[src/hw/rtl/dtmh_pkg.sv]
package dtmh_pkg;

	typedef enum logic [2:0] {
		MODE_PUSH  = 3'd0,
		MODE_PEEK  = 3'd1,
		MODE_REM   = 3'd2,
		MODE_MARK  = 3'd3,
		MODE_RESCH = 3'd4
	} mode_e;

	localparam logic [31:0] CAP_RESET  = 32'd3600;
	localparam logic [2:0]  COND_RESET = 3'd1;
	localparam logic        REG_CAP    = 1'b0;
	localparam logic        REG_COND   = 1'b1;

	// One heap entry as stored.
	typedef struct packed {
		logic [31:0] dev;
		logic [31:0] next_time;
		logic [31:0] interval;
		logic [7:0]  retries;
		logic [2:0]  status;
	} entry_t;

	localparam int ENTRY_W = $bits(entry_t);

	typedef struct packed {
		logic [2:0]  mode;
		logic [31:0] now_time;
		logic [31:0] task_dev;
		logic [31:0] task_next_time;
		logic [31:0] task_interval;
		logic [7:0]  task_retries;
		logic [2:0]  task_status;
	} req_t;

	typedef struct packed {
		logic        ok;
		logic [31:0] out_dev;
		logic [31:0] out_next_time;
		logic [31:0] out_interval;
		logic [7:0]  out_retries;
		logic [2:0]  out_status;
		logic [6:0]  out_count;
	} rsp_t;

	typedef enum logic [3:0] {
		ST_IDLE,
		ST_TOP_RD,
		ST_TOP_CHK,
		ST_SCAN_RD,
		ST_SCAN_CHK,
		ST_LAST_RD,
		ST_UP_RD,
		ST_UP_CHK,
		ST_DN_RD,
		ST_DN_RD2,
		ST_DN_CHK,
		ST_DONE
	} state_e;

	// Controller to datapath commands.
	typedef struct packed {
		logic load_req;
		logic rd_top;
		logic rd_scan;
		logic rd_last;
		logic rd_parent;
		logic rd_left;
		logic rd_right;
		logic cap_a;
		logic cap_l;
		logic set_hole_scan;
		logic set_hole_top;
		logic init_push;
		logic init_resch;
		logic scan_next;
		logic write_mark;
		logic up_step;
		logic dn_step;
		logic put_hole;
		logic cnt_dec;
		logic cnt_inc;
		logic set_ok;
		logic set_peek;
		logic emit;
	} cmd_t;

	// Datapath to controller status.
	typedef struct packed {
		logic [2:0] mode;
		logic full;
		logic empty;
		logic due;
		logic scan_hit;
		logic scan_end;
		logic hole_is_last;
		logic hole_root;
		logic up_swap;
		logic has_left;
		logic has_right;
		logic dn_swap;
		logic after_rem;
	} sts_t;

endpackage

[src/hw/rtl/dtmh_ctrl.sv]
module dtmh_ctrl import dtmh_pkg::*; (
	input  logic clk,
	input  logic arst_n,
	input  logic start,
	output logic busy,
	input  sts_t sts,
	output cmd_t cmd
);

	state_e state_q, state_d;

	always_ff @(posedge clk or negedge arst_n) begin
		if (!arst_n) begin
			state_q <= ST_IDLE;
		end else begin
			state_q <= state_d;
		end
	end

	// Next state and commands.
	always_comb begin
		state_d = state_q;
		cmd     = '0;
		busy    = (state_q != ST_IDLE);
		unique case (state_q)
			ST_IDLE: begin
				if (start) begin
					cmd.load_req = 1'b1;
					state_d = ST_TOP_RD;
				end
			end
			ST_TOP_RD: begin
				// Dispatch on mode; the top read serves peek and reschedule.
				cmd.rd_top = 1'b1;
				unique case (sts.mode)
					MODE_PUSH: begin
						if (sts.full) begin
							state_d = ST_DONE;
						end else begin
							cmd.init_push = 1'b1;
							cmd.set_ok = 1'b1;
							state_d = ST_UP_RD;
						end
					end
					MODE_PEEK, MODE_RESCH: state_d = sts.empty ? ST_DONE : ST_TOP_CHK;
					MODE_REM, MODE_MARK: begin
						cmd.rd_top = 1'b0;
						cmd.rd_scan = 1'b1;
						state_d = sts.empty ? ST_DONE : ST_SCAN_CHK;
					end
					default: state_d = ST_DONE;
				endcase
			end
			ST_TOP_CHK: begin
				cmd.cap_a = 1'b1;
				if (!sts.due) begin
					state_d = ST_DONE;
				end else if (sts.mode == MODE_PEEK) begin
					cmd.set_ok = 1'b1;
					cmd.set_peek = 1'b1;
					state_d = ST_DONE;
				end else begin
					// Pop the top; the updated task is pushed after the sift.
					cmd.set_ok = 1'b1;
					cmd.set_hole_top = 1'b1;
					cmd.cnt_dec = 1'b1;
					state_d = ST_LAST_RD;
				end
			end
			ST_SCAN_RD: begin
				cmd.rd_scan = 1'b1;
				state_d = ST_SCAN_CHK;
			end
			ST_SCAN_CHK: begin
				if (sts.scan_hit) begin
					cmd.set_ok = 1'b1;
					cmd.set_hole_scan = 1'b1;
					if (sts.mode == MODE_MARK) begin
						cmd.write_mark = 1'b1;
						state_d = ST_DONE;
					end else begin
						cmd.cnt_dec = 1'b1;
						state_d = ST_LAST_RD;
					end
				end else if (sts.scan_end) begin
					state_d = ST_DONE;
				end else begin
					cmd.scan_next = 1'b1;
					state_d = ST_SCAN_RD;
				end
			end
			ST_LAST_RD: begin
				// Count is already decremented; read the old last entry.
				cmd.rd_last = 1'b1;
				if (sts.hole_is_last) begin
					cmd.init_resch = (sts.mode == MODE_RESCH);
					state_d = (sts.mode == MODE_RESCH) ? ST_UP_RD : ST_DONE;
				end else begin
					state_d = sts.after_rem ? ST_UP_RD : ST_DN_RD;
				end
			end
			ST_UP_RD: begin
				if (sts.after_rem) cmd.cap_l = 1'b1;
				cmd.rd_parent = 1'b1;
				state_d = sts.hole_root ? ST_DN_RD : ST_UP_CHK;
				if (sts.hole_root && !sts.after_rem) begin
					cmd.put_hole = 1'b1;
					cmd.cnt_inc = 1'b1;
					state_d = ST_DONE;
				end
			end
			ST_UP_CHK: begin
				if (sts.up_swap) begin
					cmd.up_step = 1'b1;
					state_d = ST_UP_RD;
				end else if (sts.after_rem) begin
					state_d = ST_DN_RD;
				end else begin
					cmd.put_hole = 1'b1;
					cmd.cnt_inc = 1'b1;
					state_d = ST_DONE;
				end
			end
			ST_DN_RD: begin
				if (sts.mode == MODE_RESCH && !sts.after_rem) cmd.cap_l = 1'b1;
				cmd.rd_left = 1'b1;
				state_d = ST_DN_RD2;
			end
			ST_DN_RD2: begin
				cmd.rd_right = 1'b1;
				state_d = ST_DN_CHK;
			end
			ST_DN_CHK: begin
				if (sts.dn_swap) begin
					cmd.dn_step = 1'b1;
					state_d = ST_DN_RD;
				end else begin
					cmd.put_hole = 1'b1;
					if (sts.mode == MODE_RESCH) begin
						cmd.init_resch = 1'b1;
						state_d = ST_UP_RD;
					end else begin
						state_d = ST_DONE;
					end
				end
			end
			ST_DONE: begin
				cmd.emit = 1'b1;
				state_d = ST_IDLE;
			end
			default: state_d = ST_IDLE;
		endcase
	end

endmodule

[config.mk]
export PLATFORM = sky130hd
export DESIGN_NAME = dtmh_ctrl
export DESIGN_NICKNAME = d
export VERILOG_FILES = /design/src/hw/rtl/dtmh_pkg.sv /design/src/hw/rtl/dtmh_ctrl.sv
export SDC_FILE = /design/constraint.sdc
export NUM_CORES = 1
export LEC_CHECK = 0
export ABC_CLOCK_PERIOD_IN_PS = 1900
export BUFFER_PORTS_ARGS = -buffer_cell sky130_fd_sc_hd__buf_2
export CAP_MARGIN = 5
export CELL_PAD_IN_SITES_DETAIL_PLACEMENT = 0
export CELL_PAD_IN_SITES_GLOBAL_PLACEMENT = 1
export CORE_UTILIZATION = 28
export CTS_CLUSTER_DIAMETER = 150
export CTS_CLUSTER_SIZE = 10
export DETAILED_ROUTE_END_ITERATION = 12
export GPL_ROUTABILITY_DRIVEN = 0
export GPL_TIMING_DRIVEN = 0
export PLACE_DENSITY_LB_ADDON = 0.08
export SLEW_MARGIN = 0
export SYNTH_ARGS = -nofsm -noshare
export SYNTH_HDL_FRONTEND = slang
export SYNTH_SLANG_ARGS = --single-unit
export TNS_END_PERCENT = 30
[constraint.sdc]
create_clock -name clk -period 1.9 [get_ports clk]
set_input_delay 0.095 -clock clk [delete_from_list [all_inputs] [get_ports clk]]
set_output_delay 0.095 -clock clk [all_outputs]
set_load 0.02 [all_outputs]
Word-level counts from Yosys, hierarchy flattened. Cells that the tools add are included.

Bits in registers: 4. Bits of input ports: 18. Word-level logic and storage cells: 92.

Equal/unequal tests: 16. Muxes and demuxes: 67. Reductions and logical operators: 8.

Operators by type and width (count): 2-to-1 mux 4 bit (16); case mux 4 bit (11 select lines) (1); 2-to-1 mux 1 bit (38); equality test 4 x 3 -> 1 bit, second input constant (4); equality test 4 bit, second input constant (4); case mux 4 bit (3 select lines) (1); case mux 1 bit (2 select lines) (5); equality test 4 x 2 -> 1 bit, second input constant (2); 2-to-1 mux 2 bit (4); equality test 3 x 2 -> 1 bit, second input constant (2); case mux 1 bit (3 select lines) (2); equality test 4 x 1 -> 1 bit, second input constant (1); logical NOT 4 bit (1); nonzero test 4 bit (1); OR reduction 2 bit (2); equality test 3 x 1 -> 1 bit, second input constant (1); equality test 3 bit, second input constant (1); logical NOT 3 bit (1); logical AND 1 bit (2); inequality test 2 bit, second input constant (1); logical NOT 1 bit (1).

Depth between registers and ports, before layout. Gate-level depths: netlist of run 1.

Depth after elaboration: 4. Mapped depth: 6. Depth with buffers taken out: 4.

Least setup slack after synthesis of run 1. Ideal clock, no wire load.

Path type: reg-to-output. Start point: reg state_q[2]. End point: out cmd[14] in the netlist's numbering. Data arrival time: 1892 ps. Setup slack: -87 ps. Stages on the path, launching flop included: 6. Buffers on the path: 1. Cells stage by stage: dfrtp_1 clkbuf_1 nand2b_1 nor3_1 nand2_1 o21ai_0.

RTL lines: start, declared (line dtmh_ctrl.sv:10) `state_e state_q, state_d;`; start signal, assigned (line dtmh_ctrl.sv:16) `state_q <= state_d;`; end, declared (line dtmh_ctrl.sv:7) `output cmd_t cmd`.

==> results of run 1 <==
where the power goes:
group          switching, mW  internal, mW
registers             0.0607         0.128
clock network         0.0355        0.0707
logic                  0.586         0.426
kinds of logic after synthesis:
logic type | count (synthesis) | synth area share [%]
and+or+nand+nor | 63 | 47.4
DFF | 4 | 13.6
muxes | 1 | 1.36
AOI/OAI and AO/OA | 28 | 27.9
buffers and inverters | 16 | 9.71
layout by cell type (no fill, tap or decap), types with 2 or more instances in the layout:
master and count:
clkbuf_4 3, dfrtp_1 3, nor3_1 4, nand2_1 12, nor2b_1 10, a31oi_1 2, nand3_1 6, o2111ai_1 2
nand3b_1 2, nor2_1 11, buf_2 38, clkbuf_2 2, nand4b_1 2, inv_1 7, and3_1 2, nor3_2 2
a21oi_1 4, clkbuf_1 3, o22ai_1 2, buf_6 3, or3_1 2, a32oi_1 2, o21ai_0 3, buf_4 5
final timing paths:
check                             endpoint
worst max-delay path                cmd[4]
worst max register to register  state_q[2]
max in group asynchronous       state_q[3]
min in group clk                state_q[0]
worst min-delay path            state_q[2]
worst min register to register  state_q[1]
routing by layer:
metal	track usage, %	share of wire, %
met1	27.8	48
met2	32.9	48
met3	0.862	4.3
met4	6.58	0
met5	0	0
Yosys cell counts, types with 3 or more instances:
| cell type | instances |
|---|---|
| nand2_1 | 12 |
| nor2_1 | 12 |
| nor2b_1 | 10 |
| inv_1 | 7 |
| nand3_1 | 7 |
| nor3_1 | 6 |
| clkbuf_1 | 5 |
| a21oi_1 | 4 |
| dfrtp_1 | 4 |
| a32oi_1 | 3 |
| buf_2 | 3 |
| o21ai_0 | 3 |
through the flow:
step                area (µm²)  instances
finish                    1100        188
global route              1100        188
CTS                       1070        188
detailed placement         967        180
global placement           967        180
floorplan                  739        112
timing repair:
item / CTS / global route
setup endpoints to repair: 3 / 7
endpoints found under the hold margin: 4 / 0
buffers inserted: 4 / 0
hold buffers: 1 / 0
gates resized for setup: 9 / 9
pin swaps: 1 / 1
layout make-up:
class / count / area (µm²)
plain buffers: 9 / 53.8
clock buffers: 3 / 22.5
fillers: 280 / 1380
inverters: 7 / 26.3
multi-input cells: 92 / 616
flip-flops and latches: 4 / 101
well taps: 30 / 37.5
repair buffers: 43 / 239
critical path: stages (launching register included):
cell	delay, ns
dfrtp_1	0.40
buf_2	0.19
nor2_1	0.30
nand4b_1	0.19
a32oi_2	0.27
buf_2	0.20
==> key figures, run 1 <==
Worst setup path
  – Worst r2r src: state_q[1]
  – Setup Crit Path Kind: flop to output pin
  – CP max FO: 10
  – Reg2reg path depth: 7
  – Startpoint class of the critical path: flop
  – Crit end category: output pin
  – Critical path data arrival time: 1.78 ns
  – R2R Setup Slk: 0.13 ns
  – Critical Path Start: state_q[0]
  – Worst endpoint required time: 1.80 ns

Synthesis
  – Post-Syn Instances: 112
  – Post-synth EDFFs: 0
  – Synthesis warning total: 0
  – Post-Syn Area per Cell: 6.56 µm²
  – Syn_nets: 130
  – Yosys cell types: 40
  – FFs w/ async S/R, synth: 100%
  – Synthesized area: 734 µm²
  – Share of the synthesized area in the top cell type: 13.6%
  – Register area share after synthesis: 13.6%
  – #FFs+latches synth: 4
  – Synth area leaders: dfrtp_1, nor2b_1, nand2_1
  – Predominant post-synthesis flop cell: dfrtp_1
  – Cell taking the most area after synthesis: dfrtp_1

Finish
  – Fin util: 44.2%
  – # diodes: 0
  – Biggest regs: state_q: 4 flops
  – Biggest register: state_q
  – Layout cells sized above 1: 39.9%
  – Final #Nets: 178
  – Area Growth Syn to Fin: 49.2%
  – Max FFs per register: 4

Outcome
  – Status: finished clean

Min path
  – Hold/Removal Path Class: input pin to asynchronous set/reset pin

STA
  – Crit path time final: 1.88 ns
  – Fmax: 533 MHz
  – RSZ-0062 raised after global routing: yes
  – Slew @ Worst Pin: 0.565 ns
  – Layout Skew: 0.00403 ns
  – Total negative slack: 0 ns
  – Part of the cycle the worst path needs: 98.8%
  – Worst setup margin: 0.0235 ns
  – Final slew viol count: 0
  – Setup violators final: 0
  – WHS: 0.194 ns
  – Slew Limit Headroom: 62.3%
  – Fin. Hold Viols: 0

Pwr
  – Worst VDD drop: 0.586 mV
  – Power Density: 1190 mW/mm²
  – Power consumption: 1.31 mW
  – Leakage: 0.533 nW

CTS
  – Root Driver: clkbuf_4
  – CTS tree: done
  – Sink Count: 4
  – Clock-pin slew on the worst setup and hold paths: 0.04 ns
  – Clock tree buffer depth: 2
  – Num CTS Buffers: 3
  – Clk_lat worst skew: 0.24 ns
  – H-tree depth: 1

Placement
  – I/O Buffers: 38
  – Post-DP HPWL: 1960 µm
  – Worst slack, placed: 0.0832 ns

Global routing
  – Largest net degree at the start of global routing: 11
  – First-pass GRT wire length: 4160 µm
  – Global route overflow: 0
  – GRT Total Usage: 20.1%
  – Initial antenna violation count: 0
  – Vias in the first global route: 928

Route
  – Initial DRT Pass Iterations: 4
  – WL final: 2580 µm
  – Antenna-violating nets left: 0
  – Wire per inst: 13.7 µm
  – Via density per instance: 5.36
  – Starting DRC count in detailed routing: 13
  – DR DRC count: 0
  – Vias: 1,008

Die
  – Initial Util: 29.6%
  – Chip width: 53.2 µm
  – Cell row count: 18
  – Core Region: 0.00248 mm²
  – Die span in y: 53.2 µm
  – Die ar.: 0.00283 mm²
  – Io pins: 42

Job
  – Maxcap violations: 0
Note: power is estimated with default switching activity, not from simulation.
==> run 2, diff against run 1 <==
--- a/config.mk
+++ b/config.mk
@@ -16,6 +16,7 @@
 export DETAILED_ROUTE_END_ITERATION = 12
 export GPL_ROUTABILITY_DRIVEN = 0
 export GPL_TIMING_DRIVEN = 0
+export MAX_ROUTING_LAYER = met4
 export PLACE_DENSITY_LB_ADDON = 0.08
 export SLEW_MARGIN = 0
 export SYNTH_ARGS = -nofsm -noshare
==> run 2 against run 1 <==
  * Sequential power about the same
  * Final cell count stayed put
  * Utilization did not move
  * Clock power is essentially flat
  * Routed wire length up 0.19%
  * Global-route usage rose by 0.51 points
  * Register-to-register slack hardly changed
  * First-iteration DRC count up 15%
  * Count of clock-buffer cells in the layout unchanged
==> key figures, run 2 (same netlist as run 1, synthesis figures left out) <==
Outcome
  – Status: finished clean

Worst setup path
  – CP max FO: 10
  – Crit end category: output pin
  – Reg2reg path depth: 7
  – Setup Crit Path Kind: flop to output pin
  – Startpoint class of the critical path: flop
  – Critical path data arrival time: 1.78 ns
  – Worst R2R End: state_q[2]
  – Worst r2r src: state_q[1]
  – Worst endpoint required time: 1.80 ns
  – R2R Setup Slk: 0.14 ns

Pwr
  – Worst VDD drop: 0.587 mV
  – Power Density: 1190 mW/mm²
  – Leakage: 0.533 nW
  – Power consumption: 1.31 mW

Job
  – Maxcap violations: 0

Finish
  – Area Growth Syn to Fin: 49.2%
  – Final #Nets: 178
  – Fill cells: 280
  – Post-route cell area: 0.00110 mm²
  – Biggest regs: state_q: 4 flops
  – Most frequent cells in the layout: buf_2, nand2_1, nor2_1
  – Commonest non-fill, non-tap cell in the layout: buf_2
  – Biggest register: state_q
  – # diodes: 0
  – Layout cells sized above 1: 39.9%
  – Max FFs per register: 4

Route
  – WL final: 2580 µm
  – DR DRC count: 0
  – Antenna-violating nets left: 0
  – Starting DRC count in detailed routing: 15
  – Wire per inst: 13.7 µm
  – Vias: 1,006
  – Initial DRT Pass Iterations: 4
  – Via density per instance: 5.35

Global routing
  – Largest net degree at the start of global routing: 11
  – Vias in the first global route: 926
  – GRT Total Usage: 20.6%
  – Initial antenna violation count: 0
  – First-pass GRT wire length: 4150 µm
  – Global route overflow: 0

STA
  – Slew @ Worst Pin: 0.573 ns
  – Part of the cycle the worst path needs: 98.6%
  – Fmax: 534 MHz
  – Setup violators final: 0
  – Fin. Hold Viols: 0
  – Slew Limit Headroom: 61.7%
  – Final slew viol count: 0
  – Layout Skew: 0.00406 ns
  – RSZ-0062 raised after global routing: yes
  – Crit path time final: 1.87 ns

CTS
  – H-tree depth: 1
  – CTS tree: done
  – Clock tree buffer depth: 2
  – Clock-pin slew on the worst setup and hold paths: 0.04 ns
  – Clk_lat worst skew: 0.24 ns
  – Num CTS Buffers: 3
  – Sink Count: 4
  – Root Driver: clkbuf_4

Die
  – Cell row count: 18
  – Io pins: 42
  – Chip width: 53.2 µm
  – Die ar.: 0.00283 mm²
  – Initial Util: 29.6%
  – Core Region: 0.00248 mm²
  – Die span in y: 53.2 µm

Placement
  – Placed cell area: 967 µm²
  – Post-DP HPWL: 1960 µm
  – I/O Buffers: 38

Min path
  – Hold/Removal Path Class: input pin to asynchronous set/reset pin
==> run 2: cell counts in the layout (fill, tap and decap cells not counted) <==
No cell type changed its count.
==> run 2: routing by layer <==
metal  track usage (%)  wire length [µm]  share of wire, %  vias to the layer above
li1                  -                 -                 -                      510
met1              27.8              1250                48                      470
met2              32.9              1210                47                       26
met3             0.862               119               4.6                        0
met4              6.58                 0                 0                        0
met5                 -                 0                 0                        -
==> run 2: cell type report <==
cell class	instances	area, µm²	share of cell area, %
multi-input combinational	92	616	56.2
timing repair buffer	43	239	21.8
sequential	4	101	9.25
buffer	9	53.8	4.91
tap	30	37.5	3.42
inverter	7	26.3	2.40
clock buffer	3	22.5	2.05
==> run 2: through the flow <==
step | setup WS, ns | hold slack (ns) | utilization (%) | TNS (ns) | std cells
3_5_place_dp | 0.0832 | -0.0946 | 39.0 | 0 | 180
3_3_place_gp | 0.0831 | -0.100 | 39.0 | 0 | 180
4_1_cts | 0.00561 | 0.184 | 43.3 | 0 | 188
2_1_floorplan | -0.0545 | -0.201 | - | -0.0545 | 112
5_1_grt | -0.0808 | 0.210 | 44.2 | -0.216 | 188
6_report | 0.0258 | 0.194 | 44.2 | 0 | 188
==> run 2: worst max-delay path by stage <==
stage | slack (ns) | end | from | cells past startpoint
4_1_cts | 0.006 | cmd[2] | state_q[1] | 5
3_3_place_gp | 0.08 | cmd[4] | state_q[3] | 5
6_report | 0.03 | cmd[4] | state_q[0] | 5
2_1_floorplan | -0.05 | state_q[2] | state_q[3] | 4
3_5_place_dp | 0.08 | cmd[4] | state_q[3] | 5
5_1_grt | -0.08 | cmd[4] | state_q[0] | 5
==> run 2: worst max-delay path, stage by stage (launching register included) <==
cell and delay [ns]:
dfrtp_1 0.40, buf_2 0.19, nor2_1 0.30, nand4b_1 0.18
a32oi_2 0.27, buf_2 0.20
==> run 2: power by group <==
part / total, mW / internal (mW) / switching (mW)
clock network: 0.106 / 0.0707 / 0.0356
registers: 0.189 / 0.128 / 0.0610
logic: 1.01 / 0.426 / 0.585
==> run 2: what timing repair did <==
item	in CTS	in global routing
hold endpoints to repair	4	0
pin swaps	1	1
hold buffers	1	0
resized for setup	9	9
endpoints found under the setup margin	3	7
setup buffers	4	0
==> run 3, diff against run 2 <==
--- a/config.mk
+++ b/config.mk
@@ -17,7 +17,7 @@
 export GPL_ROUTABILITY_DRIVEN = 0
 export GPL_TIMING_DRIVEN = 0
 export MAX_ROUTING_LAYER = met4
-export PLACE_DENSITY_LB_ADDON = 0.08
+export PLACE_DENSITY = 0.83
 export SLEW_MARGIN = 0
 export SYNTH_ARGS = -nofsm -noshare
 export SYNTH_HDL_FRONTEND = slang
==> run 3 against run 2 <==
  * First-iteration DRC count grew 140%
  * Routed wire length is 3.1% lower
  * Sequential cell count unchanged
  * Power fell by 2.7%
  * Worst hold slack got worse by 0.0014 ns
  * Critical endpoint is now cmd[2]
  * Register-to-register slack worse by 0.04 ns
  * Combinational power hardly changed
==> key figures, run 3 (same netlist as run 1, synthesis figures left out) <==
STA
  – RSZ-0062 raised after global routing: yes
  – Worst setup margin: 0.0219 ns
  – Total negative slack: 0 ns
  – Final slew viol count: 0
  – Layout Skew: 0.00312 ns
  – Fmax: 532 MHz
  – Slew @ Worst Pin: 0.600 ns
  – Slew Limit Headroom: 59.9%
  – Part of the cycle the worst path needs: 98.8%
  – Fin. Hold Viols: 0
  – Crit path time final: 1.88 ns
  – Setup violators final: 0

CTS
  – Sink Count: 4
  – Clock tree buffer depth: 2
  – Clock-pin slew on the worst setup and hold paths: 0.04 ns
  – Num CTS Buffers: 3
  – CTS tree: done
  – Clk_lat worst skew: 0.23 ns
  – H-tree depth: 1
  – Root Driver: clkbuf_4

Route
  – Vias: 1,014
  – Wire per inst: 13.5 µm
  – DR DRC count: 0
  – WL final: 2500 µm
  – Initial DRT Pass Iterations: 4
  – Antenna-violating nets left: 0
  – Via density per instance: 5.48
  – Starting DRC count in detailed routing: 36

Global routing
  – Global route overflow: 0
  – Met3 GRT Util: 2.87%
  – Largest net degree at the start of global routing: 11
  – GRT Total Usage: 17.8%
  – Met2 Use GR: 27.9%
  – Vias in the first global route: 839
  – GR peak layer: met2
  – First-pass GRT wire length: 3640 µm
  – Initial antenna violation count: 0
  – Met1 usage: 22.5%

Pwr
  – Power consumption: 1.27 mW
  – Worst VDD drop: 0.619 mV
  – Leakage: 0.520 nW
  – Power Density: 1190 mW/mm²

Finish
  – Layout cells sized above 1: 38.7%
  – Area Growth Syn to Fin: 45.5%
  – Final #Nets: 175
  – # diodes: 0
  – Commonest non-fill, non-tap cell in the layout: buf_2
  – Fill cells: 279
  – Most frequent cells in the layout: buf_2, nand2_1, nor2_1, nor2b_1, inv_1
  – Biggest register: state_q
  – Max FFs per register: 4
  – Biggest regs: state_q: 4 flops

Die
  – Die span in y: 53.2 µm
  – Cell row count: 18
  – Chip width: 53.2 µm
  – Die ar.: 0.00283 mm²
  – Io pins: 42
  – Core Region: 0.00248 mm²
  – Initial Util: 29.6%

Worst setup path
  – Reg2reg path depth: 7
  – Cell family with most CP delay: simple AND/OR/NAND/NOR gates
  – Worst endpoint required time: 1.80 ns
  – Crit-path cells: buf_6, or4b_4, buf_6, o311ai_2, buf_4
  – CP max-delay cell: or4b_4
  – Stages on the worst setup path: 5
  – Crit end category: output pin
  – CP peak stage delay: 0.52 ns
  – R2R Setup Slk: 0.10 ns
  – Setup Crit Path Kind: flop to output pin
  – CP max FO: 10
  – Buf+Inv Stages, Crit Path: 3
  – Cell mode on critical path: buf_6
  – Critical path data arrival time: 1.78 ns
  – Startpoint class of the critical path: flop

Placement
  – Post-DP HPWL: 1880 µm
  – I/O Buffers: 38
  – Worst slack, placed: 0.164 ns

Outcome
  – Status: finished clean

Job
  – Maxcap violations: 0

Min path
  – Hold/Removal Path Class: input pin to asynchronous set/reset pin
run 3: cell count changes in the layout (fill, tap and decap cells not counted):
cell	delta
buf_2	+1
a32oi_1	+1
nor2_2	+1
a32oi_2	-1
buf_4	-3
clkbuf_2	-1
nor2_1	-1
run 3: final timing paths:
path / start / endpoint
max in group asynchronous: arst_n / state_q[3]
max: state_q[1] / cmd[2]
min: arst_n / state_q[2]
max reg2reg: state_q[1] / state_q[0]
min in group clk: start / state_q[0]
min reg2reg: state_q[1] / state_q[0]
run 3: layout make-up:
class | count | area [µm²] | area share (%)
clock buffers | 3 | 22.5 | 2.11
inverters | 7 | 26.3 | 2.46
multi-input cells | 92 | 611 | 57.1
repair buffers | 40 | 216 | 20.3
plain buffers | 9 | 53.8 | 5.04
well taps | 30 | 37.5 | 3.51
flip-flops and latches | 4 | 101 | 9.48
run 3: layer usage:
| layer | up-vias | routed length, µm |
|---|---|---|
| met2 | 32 | 1220 |
| met4 | 0 | 29 |
| met1 | 479 | 1110 |
| li1 | 497 | - |
| met3 | 6 | 134 |
| met5 | - | 0 |
run 3: report_power, final:
group / internal (mW) / total, mW / switching [mW]
Clock: 0.0706 / 0.105 / 0.0345
Sequential: 0.129 / 0.188 / 0.0598
Combinational: 0.391 / 0.978 / 0.587
Total: 0.590 / 1.27 / 0.682
run 3: stage by stage:
step / hold WS (ns) / util, % / instance area, µm² / cells
final: 0.192 / 43.1 / 1070 / 185
after CTS: 0.190 / 41.1 / 1020 / 185
after detailed placement: -0.0938 / 39.0 / 967 / 180
after global placement: -0.102 / 39.0 / 967 / 180
after floorplan: -0.201 / - / 739 / 112
after global routing: 0.200 / 43.1 / 1070 / 185
run 3: timing repair:
item / 4_1_cts / 5_1_grt
hold buffers: 1 / 0
pin swaps: 2 / 1
hold endpoints to repair: 4 / 0
endpoints found under the setup margin: 2 / 4
buffers inserted: 1 / 0
gates resized for setup: 4 / 15
